### config.mk
export PLATFORM = sky130hd
export DESIGN_NAME = audio_dc_offset_remover
export DESIGN_NICKNAME = d
export VERILOG_FILES = /design/src/hw/rtl/dcr_pkg.sv /design/src/hw/rtl/dcr_front.sv /design/src/hw/rtl/dcr_queue.sv /design/src/hw/rtl/dcr_div.sv /design/src/hw/rtl/dcr_back.sv /design/src/hw/rtl/audio_dc_offset_remover.sv
export SDC_FILE = /design/constraint.sdc
export NUM_CORES = 1
export LEC_CHECK = 0
export BUFFER_PORTS_ARGS = -buffer_cell sky130_fd_sc_hd__buf_4
export CAP_MARGIN = 20
export CORE_MARGIN = 2
export CORE_UTILIZATION = 44
export CTS_BUF_LIST = sky130_fd_sc_hd__clkbuf_4
export CTS_CLUSTER_SIZE = 20
export DETAILED_ROUTE_END_ITERATION = 10
export SETUP_SLACK_MARGIN = 0.4
export SYNTH_ARGS = -nofsm -noshare
export SYNTH_HDL_FRONTEND = slang
export SYNTH_SLANG_ARGS = --single-unit
### constraint.sdc
create_clock -name clk -period 14.9 [get_ports clk]
set_input_delay 0 -clock clk [delete_from_list [all_inputs] [get_ports clk]]
set_output_delay 0 -clock clk [all_outputs]
set_load 0.01 [all_outputs]
### src/hw/rtl/dcr_pkg.sv
// Package for the DC offset remover: constants, widths, payload and control types.
// No dependencies; every module of the block imports it.
package dcr_pkg;

  localparam int MAX_BLOCK = 512;
  localparam int SHIFT     = 14;
  localparam int MEAN_SHR  = 3;

  localparam int CNT_W  = $clog2(MAX_BLOCK + 1);
  localparam int SUM_W  = 17 + $clog2(MAX_BLOCK);
  localparam int MAG_W  = SUM_W - 1;
  localparam int DIV_CW = $clog2(MAG_W + 1);

  localparam logic [CNT_W-1:0] LAST_CNT = CNT_W'(MAX_BLOCK - 1);

  typedef struct packed {
    logic signed [31:0] raw_sample;
    logic               last_in_block;
  } in_item_t;

  typedef struct packed {
    logic signed [15:0] clean_sample;
    logic               block_end;
  } out_item_t;

  typedef struct packed {
    logic [15:0] shifted;
    logic        closes;
  } q_item_t;

  typedef struct packed {
    logic             start;
    logic [MAG_W-1:0] dividend;
    logic [CNT_W-1:0] divisor;
    logic             neg;
  } div_req_t;

  typedef struct packed {
    logic             done;
    logic [MAG_W-1:0] quotient;
    logic             neg;
  } div_rsp_t;

  typedef enum logic {
    BK_RUN,
    BK_DIV
  } back_state_t;

endpackage

### src/hw/rtl/dcr_front.sv
// Front end: accepts raw words, shifts them and marks the item that closes a block.
// Depends on dcr_pkg.
module dcr_front import dcr_pkg::*; (
  input  logic     clk,
  input  logic     rst_n,
  input  logic     in_valid,
  output logic     in_ready,
  input  in_item_t in_data,
  output logic     q_valid,
  input  logic     q_ready,
  output q_item_t  q_item
);

  logic [CNT_W-1:0] cnt_r;
  logic [CNT_W-1:0] cnt_nxt;
  logic             closes;

  assign closes   = in_data.last_in_block || (cnt_r == LAST_CNT);
  assign in_ready = q_ready;
  assign q_valid  = in_valid;
  assign q_item   = '{shifted: in_data.raw_sample[SHIFT+15:SHIFT], closes: closes};

  always_comb begin
    cnt_nxt = cnt_r;
    if (in_valid && q_ready) begin
      cnt_nxt = closes ? '0 : cnt_r + 1'b1;
    end
  end

  always_ff @(posedge clk) begin
    if (!rst_n) begin
      cnt_r <= '0;
    end else begin
      cnt_r <= cnt_nxt;
    end
  end

endmodule

### src/hw/rtl/dcr_queue.sv
// Two-entry queue between front and back ends.
// Depends on dcr_pkg.
module dcr_queue import dcr_pkg::*; (
  input  logic    clk,
  input  logic    rst_n,
  input  logic    wr_valid,
  output logic    wr_ready,
  input  q_item_t wr_item,
  output logic    rd_valid,
  input  logic    rd_ready,
  output q_item_t rd_item
);

  q_item_t     mem_r [2];
  logic        wp_r;
  logic        rp_r;
  logic [1:0]  fill_r;
  logic        push;
  logic        pop;

  assign wr_ready = (fill_r != 2'd2);
  assign rd_valid = (fill_r != 2'd0);
  assign rd_item  = mem_r[rp_r];
  assign push     = wr_valid && wr_ready;
  assign pop      = rd_valid && rd_ready;

  always_ff @(posedge clk) begin
    if (push) begin
      mem_r[wp_r] <= wr_item;
    end
  end

  always_ff @(posedge clk) begin
    if (!rst_n) begin
      wp_r   <= 1'b0;
      rp_r   <= 1'b0;
      fill_r <= 2'd0;
    end else begin
      if (push) begin
        wp_r <= ~wp_r;
      end
      if (pop) begin
        rp_r <= ~rp_r;
      end
      case ({push, pop})
        2'b10:   fill_r <= fill_r + 2'd1;
        2'b01:   fill_r <= fill_r - 2'd1;
        default: fill_r <= fill_r;
      endcase
    end
  end

endmodule

### src/hw/rtl/dcr_div.sv
// Restoring divider, one quotient bit per cycle, for the block mean magnitude.
// Depends on dcr_pkg.
module dcr_div import dcr_pkg::*; (
  input  logic     clk,
  input  logic     rst_n,
  input  div_req_t req,
  output div_rsp_t rsp
);

  logic              busy_r;
  logic              done_r;
  logic [DIV_CW-1:0] cnt_r;
  logic [CNT_W-1:0]  rem_r;
  logic [MAG_W-1:0]  quo_r;
  logic [CNT_W-1:0]  dvs_r;
  logic              neg_r;
  logic [CNT_W:0]    trial;
  logic              fits;

  assign trial = {rem_r, quo_r[MAG_W-1]};
  assign fits  = (trial >= {1'b0, dvs_r});
  assign rsp   = '{done: done_r, quotient: quo_r, neg: neg_r};

  always_ff @(posedge clk) begin
    if (req.start) begin
      rem_r <= '0;
      quo_r <= req.dividend;
      dvs_r <= req.divisor;
      neg_r <= req.neg;
    end else if (busy_r) begin
      rem_r <= fits ? CNT_W'(trial - {1'b0, dvs_r}) : trial[CNT_W-1:0];
      quo_r <= {quo_r[MAG_W-2:0], fits};
    end
  end

  always_ff @(posedge clk) begin
    if (!rst_n) begin
      busy_r <= 1'b0;
      done_r <= 1'b0;
      cnt_r  <= '0;
    end else begin
      done_r <= !req.start && busy_r && (cnt_r == DIV_CW'(1));
      if (req.start) begin
        busy_r <= 1'b1;
        cnt_r  <= DIV_CW'(MAG_W);
      end else if (busy_r) begin
        cnt_r <= cnt_r - 1'b1;
        if (cnt_r == DIV_CW'(1)) begin
          busy_r <= 1'b0;
        end
      end
    end
  end

endmodule

### src/hw/rtl/dcr_back.sv
// Back end: offset subtraction, block accumulation, output register, offset update.
// Depends on dcr_pkg and dcr_div.
module dcr_back import dcr_pkg::*; (
  input  logic      clk,
  input  logic      rst_n,
  input  logic      q_valid,
  output logic      q_ready,
  input  q_item_t   q_item,
  output logic      out_valid,
  input  logic      out_ready,
  output out_item_t out_data
);

  back_state_t              state_r;
  back_state_t              state_nxt;
  logic signed [31:0]       offset_r;
  logic signed [31:0]       offset_nxt;
  logic signed [SUM_W-1:0]  sum_r;
  logic signed [SUM_W-1:0]  sum_nxt;
  logic [CNT_W-1:0]         count_r;
  logic [CNT_W-1:0]         count_inc;
  logic                     out_valid_r;
  out_item_t                out_data_r;
  logic [15:0]              sample;
  logic                     pop;
  div_req_t                 req;
  div_rsp_t                 rsp;
  logic [MAG_W-1:0]         mean_mag;
  logic signed [32:0]       delta;
  logic signed [32:0]       sum33;

  dcr_div u_div (
    .clk   (clk),
    .rst_n (rst_n),
    .req   (req),
    .rsp   (rsp)
  );

  assign sample    = q_item.shifted - offset_r[15:0];
  assign sum_nxt   = sum_r + SUM_W'(signed'(sample));
  assign count_inc = count_r + 1'b1;
  assign mean_mag  = rsp.quotient >> MEAN_SHR;
  assign delta     = rsp.neg ? -$signed({{(33-MAG_W){1'b0}}, mean_mag})
                             :  $signed({{(33-MAG_W){1'b0}}, mean_mag});
  assign sum33     = {offset_r[31], offset_r} + delta;
  assign out_valid = out_valid_r;
  assign out_data  = out_data_r;
  assign q_ready   = (state_r == BK_RUN) && (!out_valid_r || out_ready);
  assign pop       = q_valid && q_ready;

  always_comb begin
    state_nxt    = state_r;
    offset_nxt   = offset_r;
    req.start    = 1'b0;
    req.neg      = sum_nxt[SUM_W-1];
    req.dividend = sum_nxt[SUM_W-1] ? MAG_W'(-sum_nxt) : MAG_W'(sum_nxt);
    req.divisor  = count_inc;
    unique case (state_r)
      BK_RUN: begin
        if (pop && q_item.closes) begin
          req.start = 1'b1;
          state_nxt = BK_DIV;
        end
      end
      BK_DIV: begin
        if (rsp.done) begin
          state_nxt = BK_RUN;
          if (sum33[32] != sum33[31]) begin
            offset_nxt = sum33[32] ? 32'sh8000_0000 : 32'sh7fff_ffff;
          end else begin
            offset_nxt = sum33[31:0];
          end
        end
      end
      default: state_nxt = BK_RUN;
    endcase
  end

  always_ff @(posedge clk) begin
    if (pop) begin
      out_data_r <= '{clean_sample: sample, block_end: q_item.closes};
    end
  end

  always_ff @(posedge clk) begin
    if (!rst_n) begin
      state_r     <= BK_RUN;
      offset_r    <= '0;
      sum_r       <= '0;
      count_r     <= '0;
      out_valid_r <= 1'b0;
    end else begin
      state_r  <= state_nxt;
      offset_r <= offset_nxt;
      if (pop) begin
        out_valid_r <= 1'b1;
        sum_r       <= q_item.closes ? '0 : sum_nxt;
        count_r     <= q_item.closes ? '0 : count_inc;
      end else if (out_ready) begin
        out_valid_r <= 1'b0;
      end
    end
  end

endmodule

### src/hw/rtl/audio_dc_offset_remover.sv
// DC offset remover. Each item passes the two-entry queue and the back-end output register.
// Throughput: one item per cycle inside a block while out_ready is high; after a closing item
// the back end waits for the bit-serial mean divider.
// The two-entry queue keeps taking input while the back end waits, until it is full.
// Reset (rst_n, synchronous): offset, block sum, counts and queue clear.
// Depends on dcr_pkg, dcr_front, dcr_queue, dcr_div, dcr_back.
module audio_dc_offset_remover import dcr_pkg::*; (
  input  logic      clk,
  input  logic      rst_n,
  input  logic      in_valid,
  output logic      in_ready,
  input  in_item_t  in_data,
  output logic      out_valid,
  input  logic      out_ready,
  output out_item_t out_data
);

  logic    fq_valid;
  logic    fq_ready;
  q_item_t fq_item;
  logic    qb_valid;
  logic    qb_ready;
  q_item_t qb_item;

  dcr_front u_front (
    .clk      (clk),
    .rst_n    (rst_n),
    .in_valid (in_valid),
    .in_ready (in_ready),
    .in_data  (in_data),
    .q_valid  (fq_valid),
    .q_ready  (fq_ready),
    .q_item   (fq_item)
  );

  dcr_queue u_queue (
    .clk      (clk),
    .rst_n    (rst_n),
    .wr_valid (fq_valid),
    .wr_ready (fq_ready),
    .wr_item  (fq_item),
    .rd_valid (qb_valid),
    .rd_ready (qb_ready),
    .rd_item  (qb_item)
  );

  dcr_back u_back (
    .clk       (clk),
    .rst_n     (rst_n),
    .q_valid   (qb_valid),
    .q_ready   (qb_ready),
    .q_item    (qb_item),
    .out_valid (out_valid),
    .out_ready (out_ready),
    .out_data  (out_data)
  );

endmodule

==> results.sh, run 1 <==
export IMPL_status="completed"
export IMPL_insertion_delay_ns=0.64
export IMPL_io_buffers=39
export IMPL_initial_utilization_pct=44.43
export IMPL_cts_buffers=17
export IMPL_ys_flop_type="dfxtp_1"
export IMPL_fmax_mhz=121.8
export IMPL_ant_nets=0
export IMPL_cts_path_max_buffers=2
export IMPL_grt_pass1_vias=10021
export IMPL_cts_tree="done"
export IMPL_crit_chain="mux2i_1 -> ha_1 -> inv_1 -> fa_1 -> a21o_1 -> a21oi_1 -> nor2b_1 -> o21ai_0 -> a21oi_1 -> o21a_1 -> o31a_1 -> o41ai_1 -> mux2_2 -> o2111ai_1 -> ha_1 -> and3_1 -> a32oi_1 -> nand3_1 -> xor2_1 -> or4_2 -> or4_4 -> or4b_4 -> o31a_1 -> nand3_1"
export IMPL_irDropWorstVdd_mv=0.1273
export IMPL_htreeDepth=4
export IMPL_final_nets=1626
export IMPL_synth_cells=1475
export IMPL_dieArea_mm2=0.03108
export IMPL_finalClockSkew_ns=0.04430
export IMPL_tightest_slew_ns=1.001
export IMPL_synth_avg_cell_area_um2=8.856
export IMPL_grt_max_degree=70
export IMPL_syn_to_final_growth_pct=8.132
export IMPL_instances_no_fill=1897
export IMPL_criticalPathCategory="flip-flop to flip-flop"
export IMPL_ios=56
export IMPL_multiInputGateArea_mm2=0.007839
export IMPL_path_clk_slew_ns=0.20
export IMPL_crit_arrival_ns=8.69
export IMPL_hold_viol=0
export IMPL_yosysWarnings=0
export IMPL_antenna_found_initial=1
export IMPL_synth_top_family_by_area="compound AO/OA/AOI/OAI gates"
export IMPL_dieHeight_um=176.3
export IMPL_pre_cts_ws_ns=6.749
export IMPL_synth_distinct_cells=83
export IMPL_endpoint_kind="flip-flop"
export IMPL_power_mw=3.020
export IMPL_cts_sinks=189
export IMPL_ys_seq_area_share_pct=35.63
export IMPL_min_period_over_period_pct=55.12
export IMPL_critPathLaunchType="flip-flop"
export IMPL_seqCellArea_mm2=0.004654
export IMPL_die_x_um=176.3
export IMPL_first_pass_iters=6
export IMPL_synth_xor_area_share_pct=7.548
export IMPL_crit_required_ns=15.37
export IMPL_synth_compound_area_share_pct=19.30
export IMPL_async_flop_share_pct=0
export IMPL_synthTopCellsByArea="edfxtp_1 (20%), dfxtp_1 (16%), ha_1 (8.8%)"
export IMPL_num_vias=10630
export IMPL_path_max_fanout=17
export IMPL_synth_edf_count=87
export IMPL_layout_drive_gt1_share_pct=8.699
export IMPL_hp_class="primary input to flip-flop"
export IMPL_drc=0
export IMPL_syn_num_nets=1608
export IMPL_critical_path_slowest_cell="dfxtp_1"
export IMPL_setup_viol=0
export IMPL_place_hpwl_um=21930
export IMPL_wl_per_cell_um=16.02
export IMPL_yosysTopAreaCell="edfxtp_1"
export IMPL_power_leakage_nw=5.533
export IMPL_synth_mux_area_share_pct=3.218
export IMPL_post_synth_top_count_cell="a21oi_1"
export IMPL_cts_root_buf="clkbuf_4"
export IMPL_synthSimpleGateAreaFrac_pct=17.98
export IMPL_ys_ff_latch=189
export IMPL_rows=63
export IMPL_viasPerCell=5.604
export IMPL_final_max_slew_viol_count=0
export IMPL_crit_buf_inv=1
export IMPL_synth_top_area_share_pct=20.00
export IMPL_relSlewSlack_pct=33.28
export IMPL_synth_fa_ha_area_share_pct=11.80
export IMPL_gp_congestion=0.8450
export IMPL_rsz0062_at_grt="false"
export IMPL_wl_um=30390
export IMPL_finalSetupTns_ns=0
export IMPL_numPlacedInstances=1843
export IMPL_drt_iter0_drc=620
export IMPL_cap_violations=0
export IMPL_timing_final_ws_setup_ns=6.687
export IMPL_grtUsageTotal_pct=19.86
export IMPL_path_delay_family="compound AO/OA/AOI/OAI gates"
export IMPL_placeableCoreArea_mm2=0.02940
export IMPL_grt_overflow=0
export IMPL_cpPeakStageDelay_ns=0.98
export IMPL_finalWorstPathRequiredPeriod_ns=8.213
export IMPL_grt_pass1_wl_um=50050
export IMPL_powerDensity_mw_per_mm2=213.8
export IMPL_final_fill_count=2850
export IMPL_netlist_top_cells_count="a21oi_1 (133), nor2_1 (126), nand2_1 (112)"
export IMPL_synth_cell_area_mm2=0.01306
-- sequential cells by signal, summed over array words and instances, names as in the netlist, 2 cells and up, named ones only --
register	count
u_front.cnt_r	10
u_queue.mem_r	34
u_back.offset_r	32
u_back.sum_r	26
u_back.count_r	10
u_back.u_div.cnt_r	5
u_back.out_data	17
u_back.u_div.quo_r	25
u_back.u_div.dvs_r	10
u_queue.fill_r	2
u_back.u_div.rem_r	10
-- power by group --
group / switching [mW] / total [mW] / internal [mW]
clock network: 0.203 / 0.295 / 0.0918
registers: 0.111 / 0.839 / 0.727
logic: 1.13 / 1.89 / 0.755
total: 1.45 / 3.02 / 1.57
-- worst paths after layout --
path / slack, ns / to / cells past startpoint / start
max: 6.69 / u_back.u_div.quo_r[24]$_DFFE_PP_ / 24 / flip-flop
min: 0.08 / u_queue.mem_r[1][13]$_DFFE_PP_ / 2 / in_data[27]
max reg2reg: 6.69 / u_back.u_div.quo_r[24]$_DFFE_PP_ / 24 / flip-flop
min reg2reg: 0.47 / u_back.sum_r[0]$_SDFFE_PN0P_ / 2 / u_back.sum_r[0]$_SDFFE_PN0P_
-- placed cells by master (no fill, tap or decap), types with 11 or more instances in the layout --
master         count
a21o_1            18
a21oi_1          133
a22oi_1           33
and2_1            18
and3_1            22
buf_4             52
clkbuf_4          18
dfxtp_1          102
dlygate4sd3_1     20
edfxtp_1          87
ha_1              92
inv_1             65
maj3_1            31
mux2_2            16
mux2i_1           24
nand2_1          111
nand2b_1          15
nand3_1           58
nor2_1           125
nor2b_1           13
nor3_1            27
o211ai_1          11
o21a_1            15
o21ai_0           96
or4_1             17
xnor2_1           68
xor2_1            40
-- repair_timing --
action	4_1_cts	5_1_grt
buffers inserted	0	0
endpoints found under the hold margin	80	0
hold buffers	20	0
resized for setup	0	0
-- logic make-up after synthesis --
group	Yosys count
buf+inv	139
simple gates	471
flops	189
compound gates	398
fa+ha+maj	127
xor+xnor	111
mux	40
-- metrics by stage --
stage / hold slack (ns) / instance area [um2] / utilization (%)
floorplan: 0.09887 / 13060 / -
global placement: 0.1861 / 13620 / 46.31
detailed placement: 0.1876 / 13620 / 46.31
CTS: 0.03574 / 14100 / 47.96
global route: 0.007271 / 14120 / 48.04
finish: 0.08030 / 14120 / 48.04
-- layer usage --
| metal | routed length (um) | part of all wire [%] | global-route usage [%] | vias up |
|---|---|---|---|---|
| met5 | 0 | 0 | 0 | - |
| met4 | 672 | 2.2 | 6.371 | 0 |
| met3 | 801 | 2.6 | 3.122 | 29 |
| met2 | 14170 | 47 | 32.89 | 146 |
| met1 | 14750 | 49 | 26.60 | 5011 |
| li1 | - | - | - | 5444 |
-- final cells by class --
cell class                 instances  share of cell area, %
antenna                            1                0.01772
clock inverter                    14                  1.072
timing repair buffer              73                  4.323
inverter                          65                  1.727
tap                              390                  3.455
sequential                       189                  32.95
multi-input combinational       1147                  55.50
clock buffer                      18                 0.9567
Note: power is estimated with default switching activity, not from simulation.
==> run 2, diff against run 1 <==
==> constraint.sdc (replaced) <==
create_clock -name clk -period 8.1 [get_ports clk]
set_input_delay 0 -clock clk [delete_from_list [all_inputs] [get_ports clk]]
set_output_delay 0 -clock clk [all_outputs]
set_load 0.01 [all_outputs]
==> results.sh, run 2 (synthesis results as in run 1) <==
export IMPL_finalWorstPathRequiredPeriod_ns=7.199
export IMPL_top_regs="u_queue.mem_r: 34 flops, u_back.offset_r: 32 flops, u_back.sum_r: 26 flops"
export IMPL_finalSetupTns_ns=0
export IMPL_ant_nets=0
export IMPL_ios=56
export IMPL_critPathLaunchType="flip-flop"
export IMPL_gp_congestion=0.8254
export IMPL_rsz0062_at_grt="false"
export IMPL_tightest_slew_ns=0.9836
export IMPL_crit_required_ns=8.61
export IMPL_placeableCoreArea_mm2=0.02940
export IMPL_stdcell_area_mm2=0.01416
export IMPL_top_register="u_queue.mem_r"
export IMPL_crit_chain="buf_4 -> mux2_2 -> ha_1 -> a21o_1 -> a21oi_1 -> nor2b_1 -> o21ai_0 -> a21oi_1 -> o21a_1 -> o31a_1 -> o41ai_2 -> mux2_2 -> o2111ai_1 -> ha_1 -> and3_1 -> a32oi_1 -> nand3_1 -> xor2_1 -> or4_2 -> or4_4 -> or4b_4 -> o31a_1 -> nand3_1"
export IMPL_powerDensity_mw_per_mm2=394.6
export IMPL_io_buffers=39
export IMPL_endpoint_kind="flip-flop"
export IMPL_viasPerCell=5.599
export IMPL_grt_max_degree=69
export IMPL_fin_util_pct=48.15
export IMPL_dr_wl_met2_um=14440
export IMPL_initial_utilization_pct=44.43
export IMPL_drc=0
export IMPL_drt_iter0_drc=577
export IMPL_insertion_delay_ns=0.64
export IMPL_criticalPathCategory="flip-flop to flip-flop"
export IMPL_grt_pass1_wl_um=51060
export IMPL_cts_path_max_buffers=2
export IMPL_relSlewSlack_pct=34.43
export IMPL_cts_sinks=189
export IMPL_antenna_found_initial=1
export IMPL_dieArea_mm2=0.03108
export IMPL_highest_layer="met4"
export IMPL_path_clk_slew_ns=0.18
export IMPL_wl_um=30710
export IMPL_final_common_cell="a21oi_1"
export IMPL_final_nets=1630
export IMPL_hp_class="primary input to flip-flop"
export IMPL_grtUsageTotal_pct=20.47
export IMPL_cpPeakStageDelay_ns=0.70
export IMPL_layout_drive_gt1_share_pct=9.007
export IMPL_crit_arrival_ns=7.71
export IMPL_seqCellArea_mm2=0.004654
export IMPL_drt_met1_wl_um=14660
export IMPL_grt_overflow=0
export IMPL_path_delay_family="compound AO/OA/AOI/OAI gates"
export IMPL_multiInputGateArea_mm2=0.007846
export IMPL_critical_path_slowest_cell="or4_2"
export IMPL_syn_to_final_growth_pct=8.381
export IMPL_dieHeight_um=176.3
export IMPL_cap_violations=0
export IMPL_htreeDepth=4
export IMPL_status="completed"
export IMPL_hold_viol=0
export IMPL_cts_buffers=17
export IMPL_final_max_slew_viol_count=0
export IMPL_setup_viol=0
export IMPL_largest_reg_flops=34
export IMPL_met3_length_um=810
export IMPL_finalClockSkew_ns=0.03148
export IMPL_path_max_fanout=14
export IMPL_crit_buf_inv=1
export IMPL_rows=63
export IMPL_wl_per_cell_um=16.15
export IMPL_cts_tree="done"
export IMPL_place_hpwl_um=22240
export IMPL_final_cell_mix="a21oi_1 (133), nor2_1 (125), nand2_1 (111), dfxtp_1 (102), o21ai_0 (96)"
export IMPL_cts_root_buf="clkbuf_4"
export IMPL_die_x_um=176.3
export IMPL_power_leakage_nw=5.550
export IMPL_dpl_cell_area_mm2=0.01365
export IMPL_final_fill_count=2827
export IMPL_num_vias=10650
export IMPL_first_pass_iters=5
export IMPL_fmax_mhz=138.9
export IMPL_grt_pass1_vias=10063
export IMPL_min_period_over_period_pct=88.88
export IMPL_irDropWorstVdd_mv=0.2360
[run 2: cell types whose count changed in the layout (fill, tap and decap cells not counted), sizes merged]
cell	change
dlygate4sd3	+1
inv	-2
clkinvlp	+1
diode	+1
clkbuf	-1
buf	+3
clkinv	+2
[run 2: routing by layer]
| metal | vias to the layer above | track usage (%) |
|---|---|---|
| li1 | 5452 | - |
| met2 | 167 | 33.86 |
| met4 | 0 | 7.404 |
| met1 | 4994 | 27.43 |
| met5 | - | 0 |
| met3 | 37 | 2.735 |
[run 2: power by group]
| part | leakage, nW | internal, mW | switching, mW |
|---|---|---|---|
| logic | 3.75 | 1.40 | 2.10 |
| registers | 1.64 | 1.34 | 0.210 |
| clock network | 0.151 | 0.164 | 0.370 |
[run 2: stage by stage]
step / setup slack, ns / hold slack (ns) / cells / total power, mW
finish: 0.9006 / 0.07235 / 1902 / 5.586
global route: 0.4424 / 0.01682 / 1902 / 6.107
CTS: 0.7422 / 0.004232 / 1900 / 5.629
detailed placement: 0.8232 / 0.1881 / 1847 / 5.053
global placement: 0.8728 / 0.1848 / 1847 / 5.008
floorplan: 1.013 / 0.09887 / 1475 / 4.253
[run 2: worst paths after layout]
kind | from | to | slack (ns) | cells after the start
min reg2reg | u_back.sum_r[0]$_SDFFE_PN0P_ | u_back.sum_r[0]$_SDFFE_PN0P_ | 0.47 | 2
max reg2reg | flip-flop | u_back.u_div.quo_r[24]$_DFFE_PP_ | 0.90 | 23
min | in_data[25] | u_queue.mem_r[1][11]$_DFFE_PP_ | 0.07 | 2
max | flip-flop | u_back.u_div.quo_r[24]$_DFFE_PP_ | 0.90 | 23
[run 2: repair_timing]
item / in CTS / in global routing
resized for setup: 0 / 1
hold endpoints to repair: 74 / 0
setup buffers: 0 / 0
endpoints found under the setup margin: 0 / 1
hold buffers: 21 / 0
[run 2: layout make-up]
| class | count | share of cell area [%] |
|---|---|---|
| antenna | 2 | 0.03535 |
| clock buffer | 17 | 0.9015 |
| clock inverter | 15 | 1.140 |
| inverter | 65 | 1.723 |
| multi-input combinational | 1147 | 55.42 |
| sequential | 189 | 32.88 |
| tap | 390 | 3.447 |
| timing repair buffer | 77 | 4.454 |
